$ cat src/sv/pms_pkg.sv
package pms_pkg;

    // Field widths
    localparam int FUNC_W   = 2;
    localparam int SAMPLE_W = 12;
    localparam int BYTE_W   = 8;
    localparam int PHASE_W  = 3;
    localparam int CHAR_W   = 7;
    localparam int CNT_W    = 16;
    localparam int PAIR_W   = 2 * SAMPLE_W;

    // Configuration port
    localparam int CFG_IDX_W  = 3;
    localparam int CFG_DATA_W = 16;

    localparam logic [CFG_IDX_W-1:0] REG_SETTLE   = 3'd0;
    localparam logic [CFG_IDX_W-1:0] REG_RELAY    = 3'd1;
    localparam logic [CFG_IDX_W-1:0] REG_POLARIZE = 3'd2;
    localparam logic [CFG_IDX_W-1:0] REG_RELEASE  = 3'd3;
    localparam logic [CFG_IDX_W-1:0] REG_SAMPLE   = 3'd4;
    localparam logic [CFG_IDX_W-1:0] REG_PAIRS    = 3'd5;

    localparam logic [CNT_W-1:0] RST_SETTLE   = 16'd20;
    localparam logic [CNT_W-1:0] RST_RELAY    = 16'd200;
    localparam logic [CNT_W-1:0] RST_POLARIZE = 16'd6000;
    localparam logic [CNT_W-1:0] RST_RELEASE  = 16'd20;
    localparam logic [CNT_W-1:0] RST_SAMPLE   = 16'd10;
    localparam logic [CNT_W-1:0] RST_PAIRS    = 16'd10000;

    // Item kinds
    localparam logic [FUNC_W-1:0] FUNC_TICK   = 2'd0;
    localparam logic [FUNC_W-1:0] FUNC_SAMPLE = 2'd1;
    localparam logic [FUNC_W-1:0] FUNC_BYTE   = 2'd2;

    localparam logic [BYTE_W-1:0] START_BYTE = 8'h53;
    localparam logic [CNT_W-1:0]  CNT_MAX    = 16'hFFFF;

    // Sequencer phases, as seen on the phase output
    localparam logic [PHASE_W-1:0] PH_IDLE     = 3'd0;
    localparam logic [PHASE_W-1:0] PH_SETTLE   = 3'd1;
    localparam logic [PHASE_W-1:0] PH_RELAY    = 3'd2;
    localparam logic [PHASE_W-1:0] PH_POLARIZE = 3'd3;
    localparam logic [PHASE_W-1:0] PH_RELEASE  = 3'd4;
    localparam logic [PHASE_W-1:0] PH_WAIT     = 3'd5;
    localparam logic [PHASE_W-1:0] PH_SAMPLING = 3'd6;

    typedef struct packed {
        logic [4:0][CNT_W-1:0] wait_len;
        logic [CNT_W-1:0]      pair_count;
    } cfg_t;

    // One result bundle: status plus an optional packed sample pair
    typedef struct packed {
        logic               valid;
        logic [PHASE_W-1:0] phase;
        logic               pair;
        logic               done;
        logic [PAIR_W-1:0]  bits;
    } bundle_t;

    // Map a 6-bit code onto the standard base64 alphabet
    function automatic logic [CHAR_W-1:0] b64_char(input logic [5:0] code);
        logic [CHAR_W-1:0] c;
        begin
            c = {1'b0, code};
            if (code < 6'd26)
                b64_char = c + 7'd65;
            else if (code < 6'd52)
                b64_char = c + 7'd71;
            else if (code < 6'd62)
                b64_char = c - 7'd4;
            else if (code == 6'd62)
                b64_char = 7'd43;
            else
                b64_char = 7'd47;
        end
    endfunction

endpackage

$ cat src/sv/pms_ifs.sv
interface pms_in_if;
    import pms_pkg::*;

    logic                valid;
    logic                ready;
    logic [FUNC_W-1:0]   func;
    logic [SAMPLE_W-1:0] sample;
    logic [BYTE_W-1:0]   rx_byte;

    modport source (output valid, func, sample, rx_byte, input ready);
    modport sink   (input valid, func, sample, rx_byte, output ready);
endinterface

interface pms_out_if;
    import pms_pkg::*;

    logic               valid;
    logic               ready;
    logic               relay_drive;
    logic               coil_drive;
    logic               sampling_on;
    logic [PHASE_W-1:0] phase;
    logic               char_valid;
    logic [CHAR_W-1:0]  tx_char;
    logic               last_of_run;
    logic               run_done;

    modport source (output valid, relay_drive, coil_drive, sampling_on, phase,
                    char_valid, tx_char, last_of_run, run_done, input ready);
    modport sink   (input valid, relay_drive, coil_drive, sampling_on, phase,
                    char_valid, tx_char, last_of_run, run_done, output ready);
endinterface

$ cat src/sv/pms_cfg_regs.sv
module pms_cfg_regs (
    input  logic                            clk,
    input  logic                            rst_n,
    input  logic                            cfg_we,
    input  logic [pms_pkg::CFG_IDX_W-1:0]   cfg_index,
    input  logic [pms_pkg::CFG_DATA_W-1:0]  cfg_data,
    output pms_pkg::cfg_t                   cfg
);
    import pms_pkg::*;

    cfg_t cfg_reg;
    cfg_t cfg_next;

    // Decode the write
    always_comb
    begin
        cfg_next = cfg_reg;
        if (cfg_we)
        begin
            case (cfg_index)
                REG_SETTLE:   cfg_next.wait_len[0] = cfg_data;
                REG_RELAY:    cfg_next.wait_len[1] = cfg_data;
                REG_POLARIZE: cfg_next.wait_len[2] = cfg_data;
                REG_RELEASE:  cfg_next.wait_len[3] = cfg_data;
                REG_SAMPLE:   cfg_next.wait_len[4] = cfg_data;
                REG_PAIRS:    cfg_next.pair_count  = cfg_data;
                default:      cfg_next = cfg_reg;
            endcase
        end
    end

    always_ff @(posedge clk or negedge rst_n)
    begin
        if (!rst_n)
        begin
            cfg_reg.wait_len[0] <= RST_SETTLE;
            cfg_reg.wait_len[1] <= RST_RELAY;
            cfg_reg.wait_len[2] <= RST_POLARIZE;
            cfg_reg.wait_len[3] <= RST_RELEASE;
            cfg_reg.wait_len[4] <= RST_SAMPLE;
            cfg_reg.pair_count  <= RST_PAIRS;
        end
        else
        begin
            cfg_reg <= cfg_next;
        end
    end

    assign cfg = cfg_reg;

endmodule

$ cat src/sv/pms_core.sv
module pms_core (
    input  logic            clk,
    input  logic            rst_n,
    pms_in_if.sink          item,
    input  pms_pkg::cfg_t   cfg,
    input  logic            bundle_ready,
    output pms_pkg::bundle_t bundle
);
    import pms_pkg::*;

    // Input register
    logic                in_v_reg;
    logic [FUNC_W-1:0]   func_reg;
    logic [SAMPLE_W-1:0] sample_reg;
    logic [BYTE_W-1:0]   rx_reg;

    // Sequencer state
    logic [PHASE_W-1:0]  phase_reg, phase_next;
    logic [CNT_W-1:0]    tick_reg, tick_next;
    logic [SAMPLE_W-1:0] held_reg, held_next;
    logic                odd_reg, odd_next;
    logic [CNT_W-1:0]    pairs_reg, pairs_next;

    logic                advance;
    logic [CNT_W-1:0]    wait_len;
    logic [CNT_W-1:0]    tick_inc;
    logic [CNT_W-1:0]    pairs_inc;
    logic [CNT_W-1:0]    target;
    logic                pair_out;
    logic                done_out;

    assign advance    = in_v_reg && bundle_ready;
    assign item.ready = !in_v_reg || bundle_ready;

    // Hold the accepted word until the result stage takes its bundle
    always_ff @(posedge clk or negedge rst_n)
    begin
        if (!rst_n)
        begin
            in_v_reg <= 1'b0;
        end
        else if (item.ready)
        begin
            in_v_reg <= item.valid;
        end
    end

    always_ff @(posedge clk)
    begin
        if (item.valid && item.ready)
        begin
            func_reg   <= item.func;
            sample_reg <= item.sample;
            rx_reg     <= item.rx_byte;
        end
    end

    // Wait length of the current phase, zero acting as one
    always_comb
    begin
        case (phase_reg)
            PH_SETTLE:   wait_len = cfg.wait_len[0];
            PH_RELAY:    wait_len = cfg.wait_len[1];
            PH_POLARIZE: wait_len = cfg.wait_len[2];
            PH_RELEASE:  wait_len = cfg.wait_len[3];
            PH_WAIT:     wait_len = cfg.wait_len[4];
            default:     wait_len = 16'd1;
        endcase
        if (wait_len == '0)
            wait_len = 16'd1;
    end

    assign tick_inc  = (tick_reg == CNT_MAX) ? tick_reg : tick_reg + 16'd1;
    assign pairs_inc = pairs_reg + 16'd1;
    assign target    = (cfg.pair_count == '0) ? 16'd1 : cfg.pair_count;

    // Update the sequencer for one word
    always_comb
    begin
        phase_next = phase_reg;
        tick_next  = tick_reg;
        held_next  = held_reg;
        odd_next   = odd_reg;
        pairs_next = pairs_reg;
        pair_out   = 1'b0;
        done_out   = 1'b0;
        case (func_reg)
            FUNC_TICK:
            begin
                if (phase_reg >= PH_SETTLE && phase_reg <= PH_WAIT)
                begin
                    if (tick_inc >= wait_len)
                    begin
                        phase_next = phase_reg + 3'd1;
                        tick_next  = '0;
                    end
                    else
                    begin
                        tick_next = tick_inc;
                    end
                end
            end
            FUNC_SAMPLE:
            begin
                if (phase_reg == PH_SAMPLING)
                begin
                    if (!odd_reg)
                    begin
                        held_next = sample_reg;
                        odd_next  = 1'b1;
                    end
                    else
                    begin
                        pair_out   = 1'b1;
                        odd_next   = 1'b0;
                        pairs_next = pairs_inc;
                        if (pairs_inc >= target)
                        begin
                            done_out   = 1'b1;
                            phase_next = PH_IDLE;
                            pairs_next = '0;
                            tick_next  = '0;
                        end
                    end
                end
            end
            FUNC_BYTE:
            begin
                if (phase_reg == PH_IDLE && rx_reg == START_BYTE)
                begin
                    phase_next = PH_SETTLE;
                    tick_next  = '0;
                    held_next  = '0;
                    odd_next   = 1'b0;
                    pairs_next = '0;
                end
            end
            default:
            begin
                phase_next = phase_reg;
            end
        endcase
    end

    always_ff @(posedge clk or negedge rst_n)
    begin
        if (!rst_n)
        begin
            phase_reg <= PH_IDLE;
            tick_reg  <= '0;
            held_reg  <= '0;
            odd_reg   <= 1'b0;
            pairs_reg <= '0;
        end
        else if (advance)
        begin
            phase_reg <= phase_next;
            tick_reg  <= tick_next;
            held_reg  <= held_next;
            odd_reg   <= odd_next;
            pairs_reg <= pairs_next;
        end
    end

    // Bundle offered to the result stage
    always_comb
    begin
        bundle.valid = in_v_reg;
        bundle.phase = phase_next;
        bundle.pair  = pair_out;
        bundle.done  = done_out;
        bundle.bits  = {held_reg, sample_reg};
    end

endmodule

$ cat src/sv/pms_serial.sv
module pms_serial (
    input  logic              clk,
    input  logic              rst_n,
    input  pms_pkg::bundle_t  bundle,
    output logic              bundle_ready,
    pms_out_if.source         result
);
    import pms_pkg::*;

    bundle_t    res_reg;
    logic       busy_reg;
    logic [1:0] idx_reg;
    logic       last_now;
    logic [5:0] code;

    assign last_now     = !res_reg.pair || idx_reg == 2'd3;
    assign bundle_ready = !busy_reg || (result.ready && last_now);

    // Step through the words of the held bundle, reload on the last one
    always_ff @(posedge clk or negedge rst_n)
    begin
        if (!rst_n)
        begin
            busy_reg <= 1'b0;
            idx_reg  <= '0;
        end
        else if (bundle_ready)
        begin
            busy_reg <= bundle.valid;
            idx_reg  <= '0;
        end
        else if (result.ready)
        begin
            idx_reg <= idx_reg + 2'd1;
        end
    end

    always_ff @(posedge clk)
    begin
        if (bundle_ready && bundle.valid)
            res_reg <= bundle;
    end

    // Most significant six bits first
    always_comb
    begin
        case (idx_reg)
            2'd0:    code = res_reg.bits[23:18];
            2'd1:    code = res_reg.bits[17:12];
            2'd2:    code = res_reg.bits[11:6];
            default: code = res_reg.bits[5:0];
        endcase
    end

    assign result.valid       = busy_reg;
    assign result.relay_drive = res_reg.phase >= PH_RELAY && res_reg.phase <= PH_RELEASE;
    assign result.coil_drive  = res_reg.phase == PH_POLARIZE;
    assign result.sampling_on = res_reg.phase == PH_SAMPLING;
    assign result.phase       = res_reg.phase;
    assign result.char_valid  = res_reg.pair;
    assign result.tx_char     = res_reg.pair ? b64_char(code) : '0;
    assign result.last_of_run = last_now;
    assign result.run_done    = res_reg.done;

endmodule

$ cat src/sv/precession_measure_sequencer_top.sv
// An accepted word is held in the input register of the core, then moves into
// the result register of the serialiser, from which it is offered as a result.
// Throughput: one word per cycle while results are taken; a word that completes
// a sample pair holds the result register for its four base64 characters.
// Reset (rst_n, asynchronous, active low): idle phase, counters and pipeline
// valid flags cleared; configuration registers return to their defaults.
module precession_measure_sequencer_top (
    input  logic                            clk,
    input  logic                            rst_n,
    pms_in_if.sink                          item,
    pms_out_if.source                       result,
    input  logic                            cfg_we,
    input  logic [pms_pkg::CFG_IDX_W-1:0]   cfg_index,
    input  logic [pms_pkg::CFG_DATA_W-1:0]  cfg_data
);
    import pms_pkg::*;

    cfg_t    cfg;
    bundle_t bundle;
    logic    bundle_ready;

    // Configuration registers
    pms_cfg_regs u_cfg (
        .clk       (clk),
        .rst_n     (rst_n),
        .cfg_we    (cfg_we),
        .cfg_index (cfg_index),
        .cfg_data  (cfg_data),
        .cfg       (cfg)
    );

    // Sequencer state update
    pms_core u_core (
        .clk          (clk),
        .rst_n        (rst_n),
        .item         (item),
        .cfg          (cfg),
        .bundle_ready (bundle_ready),
        .bundle       (bundle)
    );

    // Result register and character serialiser
    pms_serial u_serial (
        .clk          (clk),
        .rst_n        (rst_n),
        .bundle       (bundle),
        .bundle_ready (bundle_ready),
        .result       (result)
    );

endmodule

$ cat src/flat_wrapper.sv
// flat-port wrapper written by rule: the top's interface ports become plain ports
module precession_measure_sequencer_top_flat import pms_pkg::*;
  (clk, rst_n, cfg_we, cfg_index, cfg_data, item_valid, item_func, item_sample, item_rx_byte, item_ready, result_valid, result_relay_drive, result_coil_drive, result_sampling_on, result_phase, result_char_valid, result_tx_char, result_last_of_run, result_run_done, result_ready);
  pms_in_if item_i ();
  pms_out_if result_i ();
  input  logic clk;
  input  logic rst_n;
  input  logic cfg_we;
  input  logic [pms_pkg::CFG_IDX_W-1:0] cfg_index;
  input  logic [pms_pkg::CFG_DATA_W-1:0] cfg_data;
  input wire logic [$bits(item_i.valid)-1:0] item_valid;
  input wire logic [$bits(item_i.func)-1:0] item_func;
  input wire logic [$bits(item_i.sample)-1:0] item_sample;
  input wire logic [$bits(item_i.rx_byte)-1:0] item_rx_byte;
  output wire logic [$bits(item_i.ready)-1:0] item_ready;
  output wire logic [$bits(result_i.valid)-1:0] result_valid;
  output wire logic [$bits(result_i.relay_drive)-1:0] result_relay_drive;
  output wire logic [$bits(result_i.coil_drive)-1:0] result_coil_drive;
  output wire logic [$bits(result_i.sampling_on)-1:0] result_sampling_on;
  output wire logic [$bits(result_i.phase)-1:0] result_phase;
  output wire logic [$bits(result_i.char_valid)-1:0] result_char_valid;
  output wire logic [$bits(result_i.tx_char)-1:0] result_tx_char;
  output wire logic [$bits(result_i.last_of_run)-1:0] result_last_of_run;
  output wire logic [$bits(result_i.run_done)-1:0] result_run_done;
  input wire logic [$bits(result_i.ready)-1:0] result_ready;
  assign item_i.valid = item_valid;
  assign item_i.func = item_func;
  assign item_i.sample = item_sample;
  assign item_i.rx_byte = item_rx_byte;
  assign item_ready = item_i.ready;
  assign result_valid = result_i.valid;
  assign result_relay_drive = result_i.relay_drive;
  assign result_coil_drive = result_i.coil_drive;
  assign result_sampling_on = result_i.sampling_on;
  assign result_phase = result_i.phase;
  assign result_char_valid = result_i.char_valid;
  assign result_tx_char = result_i.tx_char;
  assign result_last_of_run = result_i.last_of_run;
  assign result_run_done = result_i.run_done;
  assign result_i.ready = result_ready;
  precession_measure_sequencer_top u_core (.clk(clk), .rst_n(rst_n), .item(item_i), .result(result_i), .cfg_we(cfg_we), .cfg_index(cfg_index), .cfg_data(cfg_data));
endmodule
$ cat config.mk
export PLATFORM = sky130hd
export DESIGN_NAME = precession_measure_sequencer_top_flat
export DESIGN_NICKNAME = d
export VERILOG_FILES = /design/src/sv/pms_pkg.sv /design/src/sv/pms_ifs.sv /design/src/sv/pms_cfg_regs.sv /design/src/sv/pms_core.sv /design/src/sv/pms_serial.sv /design/src/sv/precession_measure_sequencer_top.sv /design/src/flat_wrapper.sv
export SDC_FILE = /design/constraint.sdc
export NUM_CORES = 1
export LEC_CHECK = 0
export BUFFER_PORTS_ARGS = -buffer_cell sky130_fd_sc_hd__clkbuf_2
export CAP_MARGIN = 20
export CORE_AREA = 5 5 201 203
export DETAILED_ROUTE_END_ITERATION = 10
export DIE_AREA = 0 0 206 208
export GPL_ROUTABILITY_DRIVEN = 0
export MAX_ROUTING_LAYER = met4
export PLACE_DENSITY = 0.48
export RECOVER_POWER = 100
export SETUP_SLACK_MARGIN = 0.5
export SYNTH_ARGS = -nofsm -noshare
export SYNTH_HDL_FRONTEND = slang
export SYNTH_HIERARCHICAL = 1
export SYNTH_SLANG_ARGS = --single-unit
$ cat constraint.sdc
create_clock -name clk -period 4.2 [get_ports clk]
set_input_delay 0.21 -clock clk [delete_from_list [all_inputs] [get_ports clk]]
set_output_delay 0.21 -clock clk [all_outputs]
set_load 0.01 [all_outputs]
==> metrics.txt <==
# TYPE chip_impl_metric gauge
chip_impl_metric{name="route.detailed.vias_per_inst",unit=""} 4.90
chip_impl_metric{name="drt-initial-drc-count",unit=""} 530
chip_impl_metric{name="largest_register_ffs",unit=""} 96
chip_impl_info{name="synthDominantAreaCellType",value="sky130_fd_sc_hd__dfrtp_1"} 1
chip_impl_metric{name="r2r_cells",unit=""} 16
chip_impl_metric{name="syn_area",unit="sq um"} 10600
chip_impl_metric{name="num_antenna_cells",unit=""} 0
chip_impl_metric{name="data_arrival_at_the_endpoint_of_the_critical_path",unit="ps"} 4000
chip_impl_metric{name="finalSetupViolCount",unit=""} 0
chip_impl_metric{name="io_pins",unit=""} 64
chip_impl_metric{name="number_of_global_route_vias_before_repair",unit=""} 7493
chip_impl_metric{name="postSynthNetCount",unit=""} 995
chip_impl_metric{name="crit_required",unit="ps"} 4380
chip_impl_metric{name="chipWidth",unit="microns"} 206
chip_impl_metric{name="drc_errors",unit=""} 0
chip_impl_metric{name="maxSlewViolCount",unit=""} 106
chip_impl_info{name="ys_dominant_reg_cell",value="sky130_fd_sc_hd__dfrtp_1"} 1
chip_impl_metric{name="synthDistinctLibCells",unit=""} 78
chip_impl_metric{name="synth.yosys.seq_area_share",unit="%"} 49.4
chip_impl_metric{name="floorplan.die.height",unit="microns"} 208
chip_impl_metric{name="num-nets-final",unit=""} 1105
chip_impl_metric{name="tightestPinTransition",unit="ps"} 2080
chip_impl_metric{name="grt_antenna_before_repair",unit=""} 0
chip_impl_metric{name="place.port_buffers",unit=""} 63
chip_impl_metric{name="layout.filler_cells",unit=""} 3884
chip_impl_metric{name="post-synth-top-area-fraction",unit="%"} 29.9
chip_impl_metric{name="design.die.area",unit="sq um"} 42800
chip_impl_info{name="netlist_top_cells_count",value="127 x sky130_fd_sc_hd__dfrtp_1, 102 x sky130_fd_sc_hd__mux2_2, 52 x sky130_fd_sc_hd__inv_1"} 1
chip_impl_metric{name="clk_latency",unit="ps"} 450
chip_impl_info{name="failed_checks",value="capacitance limit, slew limit"} 1
chip_impl_metric{name="globalRoute.totalOverflow",unit=""} 0
chip_impl_info{name="yosysMostFrequentCell",value="sky130_fd_sc_hd__dfrtp_1"} 1
chip_impl_metric{name="design.core.area",unit="sq um"} 38300
chip_impl_metric{name="grt_start_max_net_pins",unit=""} 76
chip_impl_info{name="result_of_the_run",value="finished, violations left"} 1
chip_impl_metric{name="cts_inserted_buffers",unit=""} 17
chip_impl_metric{name="dp_hpwl",unit="microns"} 19000
chip_impl_metric{name="post-route-min-period",unit="ps"} 3810
chip_impl_metric{name="area_growth",unit="%"} 20.0
chip_impl_metric{name="track_usage",unit="%"} 13.2
chip_impl_metric{name="power_per_cell_area",unit="nW/um^2"} 536
chip_impl_metric{name="leakage",unit="nW"} 5.26
chip_impl_info{name="post_synth_main_area_contributors",value="sky130_fd_sc_hd__dfrtp_1 30%, sky130_fd_sc_hd__edfxtp_1 14%, sky130_fd_sc_hd__mux2_2 11%"} 1
chip_impl_metric{name="drt-pass1-iter-count",unit=""} 6
chip_impl_metric{name="ctsLongestPathBuffers",unit=""} 2
chip_impl_metric{name="proportion_of_register_bits_with_asynchronous_set_or_reset_after_synthesis",unit="%"} 74.4
chip_impl_metric{name="finalHoldViolCount",unit=""} 0
chip_impl_info{name="critPathKind",value="register to register"} 1
chip_impl_metric{name="synthesized_instance_count",unit=""} 898
chip_impl_metric{name="worstHoldPathCells",unit=""} 2
chip_impl_metric{name="synth.ff_latch_count",unit=""} 199
chip_impl_info{name="critPathLaunchType",value="register"} 1
chip_impl_metric{name="syn_avg_cell_area",unit="sq um"} 11.9
chip_impl_metric{name="initial_utilization",unit="%"} 27.8
chip_impl_info{name="clock_tree_from_tritoncts",value="built"} 1
chip_impl_metric{name="synth-edff-count",unit=""} 51
chip_impl_metric{name="post-layout-total-power",unit="W"} 0.00685
chip_impl_metric{name="fmaxAchievable",unit="MHz"} 262
chip_impl_info{name="clockRootBuffer",value="sky130_fd_sc_hd__clkbuf_16"} 1
chip_impl_metric{name="clkSlewWorstSetupHoldPaths",unit="ps"} 80
chip_impl_metric{name="htree_levels",unit=""} 4
chip_impl_metric{name="fin_crit_sh",unit="%"} 90.8
chip_impl_metric{name="critical_path.max_fanout",unit=""} 6
chip_impl_metric{name="setup_tns",unit="ps"} 0
chip_impl_metric{name="route.detailed.wl_per_inst",unit="microns"} 18.0
chip_impl_metric{name="area.sequential",unit="sq um"} 5260
chip_impl_metric{name="final_ant_viol_nets",unit=""} 0
chip_impl_metric{name="wl",unit="microns"} 27700
chip_impl_info{name="endpoint_kind",value="register"} 1
chip_impl_metric{name="drive_gt1_share",unit="%"} 28.1
chip_impl_metric{name="placement_rows",unit=""} 72
chip_impl_metric{name="peakVddDrop",unit="mV"} 0.266
chip_impl_metric{name="dr_total_vias",unit=""} 7541
chip_impl_metric{name="ys.warnings.count",unit=""} 6
chip_impl_info{name="hold_path.class",value="input port to register"} 1
chip_impl_metric{name="cap_violations",unit=""} 2
chip_impl_metric{name="final.setup_skew",unit="ps"} 17.6
chip_impl_metric{name="cts_num_sinks",unit=""} 199
chip_impl_metric{name="max-slew-margin-rel",unit="%"} -38.7
chip_impl_metric{name="multi_input_logic_area",unit="sq um"} 5120
chip_impl_info{name="rsz0062_at_grt",value="true"} 1
chip_impl_metric{name="first_pass_grt_wire_length",unit="microns"} 43500
==> per-layer routing <==
| layer | global-route usage, % | share of wire [%] |
|---|---|---|
| met1 | 17.7 | 47 |
| met2 | 21.3 | 50 |
| met3 | 1.76 | 2.5 |
| met4 | 3.21 | 1.3 |
| met5 | - | 0 |
==> worst max-delay path, cell delays in order (launching register included) <==
cell	delay [ps]
sky130_fd_sc_hd__dfrtp_1	440
sky130_fd_sc_hd__inv_1	150
sky130_fd_sc_hd__ha_1	280
sky130_fd_sc_hd__clkbuf_1	240
sky130_fd_sc_hd__nand3_1	120
sky130_fd_sc_hd__o2111ai_1	160
sky130_fd_sc_hd__nor3_1	240
sky130_fd_sc_hd__nand4_1	140
sky130_fd_sc_hd__or3_1	330
sky130_fd_sc_hd__o211ai_1	90
sky130_fd_sc_hd__ha_1	260
sky130_fd_sc_hd__nand2b_4	150
sky130_fd_sc_hd__a2111oi_4	320
sky130_fd_sc_hd__or3_4	220
sky130_fd_sc_hd__a311oi_4	130
sky130_fd_sc_hd__a22oi_1	210
sky130_fd_sc_hd__o21ai_1	100
==> per-stage QoR <==
stage / area, sq um / hold WS, ps / setup slack [ps] / cells / util, %
final: 12800 / 82.1 / 386 / 1539 / 33.4
after global routing: 12800 / 84.6 / 132 / 1539 / 33.4
after CTS: 12600 / 4.26 / 506 / 1526 / 32.9
after detailed placement: 11600 / 321 / 124 / 1462 / 30.3
after global placement: 11600 / 321 / 141 / 1462 / 30.3
after floorplan: 10700 / -85.6 / 504 / 898 / -
==> cells in the final DEF, fill, tap and decap left out, types with 23 or more instances in the layout <==
master	count
sky130_fd_sc_hd__clkbuf_2	46
sky130_fd_sc_hd__ha_1	46
sky130_fd_sc_hd__inv_1	52
sky130_fd_sc_hd__nand3_1	32
sky130_fd_sc_hd__mux2_2	102
sky130_fd_sc_hd__nand2_1	49
sky130_fd_sc_hd__dfrtp_1	127
sky130_fd_sc_hd__a21oi_1	24
sky130_fd_sc_hd__clkbuf_1	27
sky130_fd_sc_hd__edfxtp_1	51
sky130_fd_sc_hd__o21ai_0	25
sky130_fd_sc_hd__buf_4	30
sky130_fd_sc_hd__dlygate4sd3_1	23
==> where the power goes <==
part | switching [W] | internal [W] | leakage, nW
Combinational | 0.00130 | 0.00114 | 2.67
Clock | 0.000850 | 0.000868 | 0.298
Sequential | 0.000258 | 0.00242 | 2.29
==> kinds of logic after synthesis <==
| group | count (synthesis) | synth area share (%) |
|---|---|---|
| compound gates | 187 | 13.2 |
| xor+xnor | 25 | 2.06 |
| fa+ha+maj | 51 | 5.99 |
| buf+inv | 99 | 4.53 |
| flops | 199 | 49.4 |
| mux | 129 | 13.8 |
| simple gates | 208 | 11.0 |
==> cell type report <==
type | count | area share (%)
clock buffer | 18 | 3.37
tap | 518 | 5.07
sequential | 199 | 41.2
clock inverter | 14 | 1.43
multi-input combinational | 602 | 40.1
timing repair buffer | 135 | 7.31
inverter | 53 | 1.58
==> worst paths after layout <==
kind | slack [ps] | endpoint | startpoint
worst max-delay path | 390 | u_core/u_serial/result.phase[1] | u_core/u_core/phase_reg[1]
worst min-delay path | 80 | u_core/u_cfg/cfg[25] | cfg_data[9]
worst max register to register | 390 | u_core/u_serial/result.phase[1] | u_core/u_core/phase_reg[1]
worst min register to register | 450 | u_core/u_serial/res_reg[13] | u_core/u_core/held_reg[1]
max in group asynchronous | 1340 | u_core/u_cfg/cfg[46] | rst_n
min in group asynchronous | 880 | u_core/u_core/tick_reg[4] | rst_n
==> timing repair <==
item / CTS / global route
hold endpoints to repair: 84 / 0
pin swaps: 10 / 37
hold buffers: 23 / 0
gates resized for setup: 24 / 51
gates cloned: 1 / 2
buffers inserted: 8 / 9
setup endpoints to repair: 33 / 40
(Power assumes the default switching activity.)
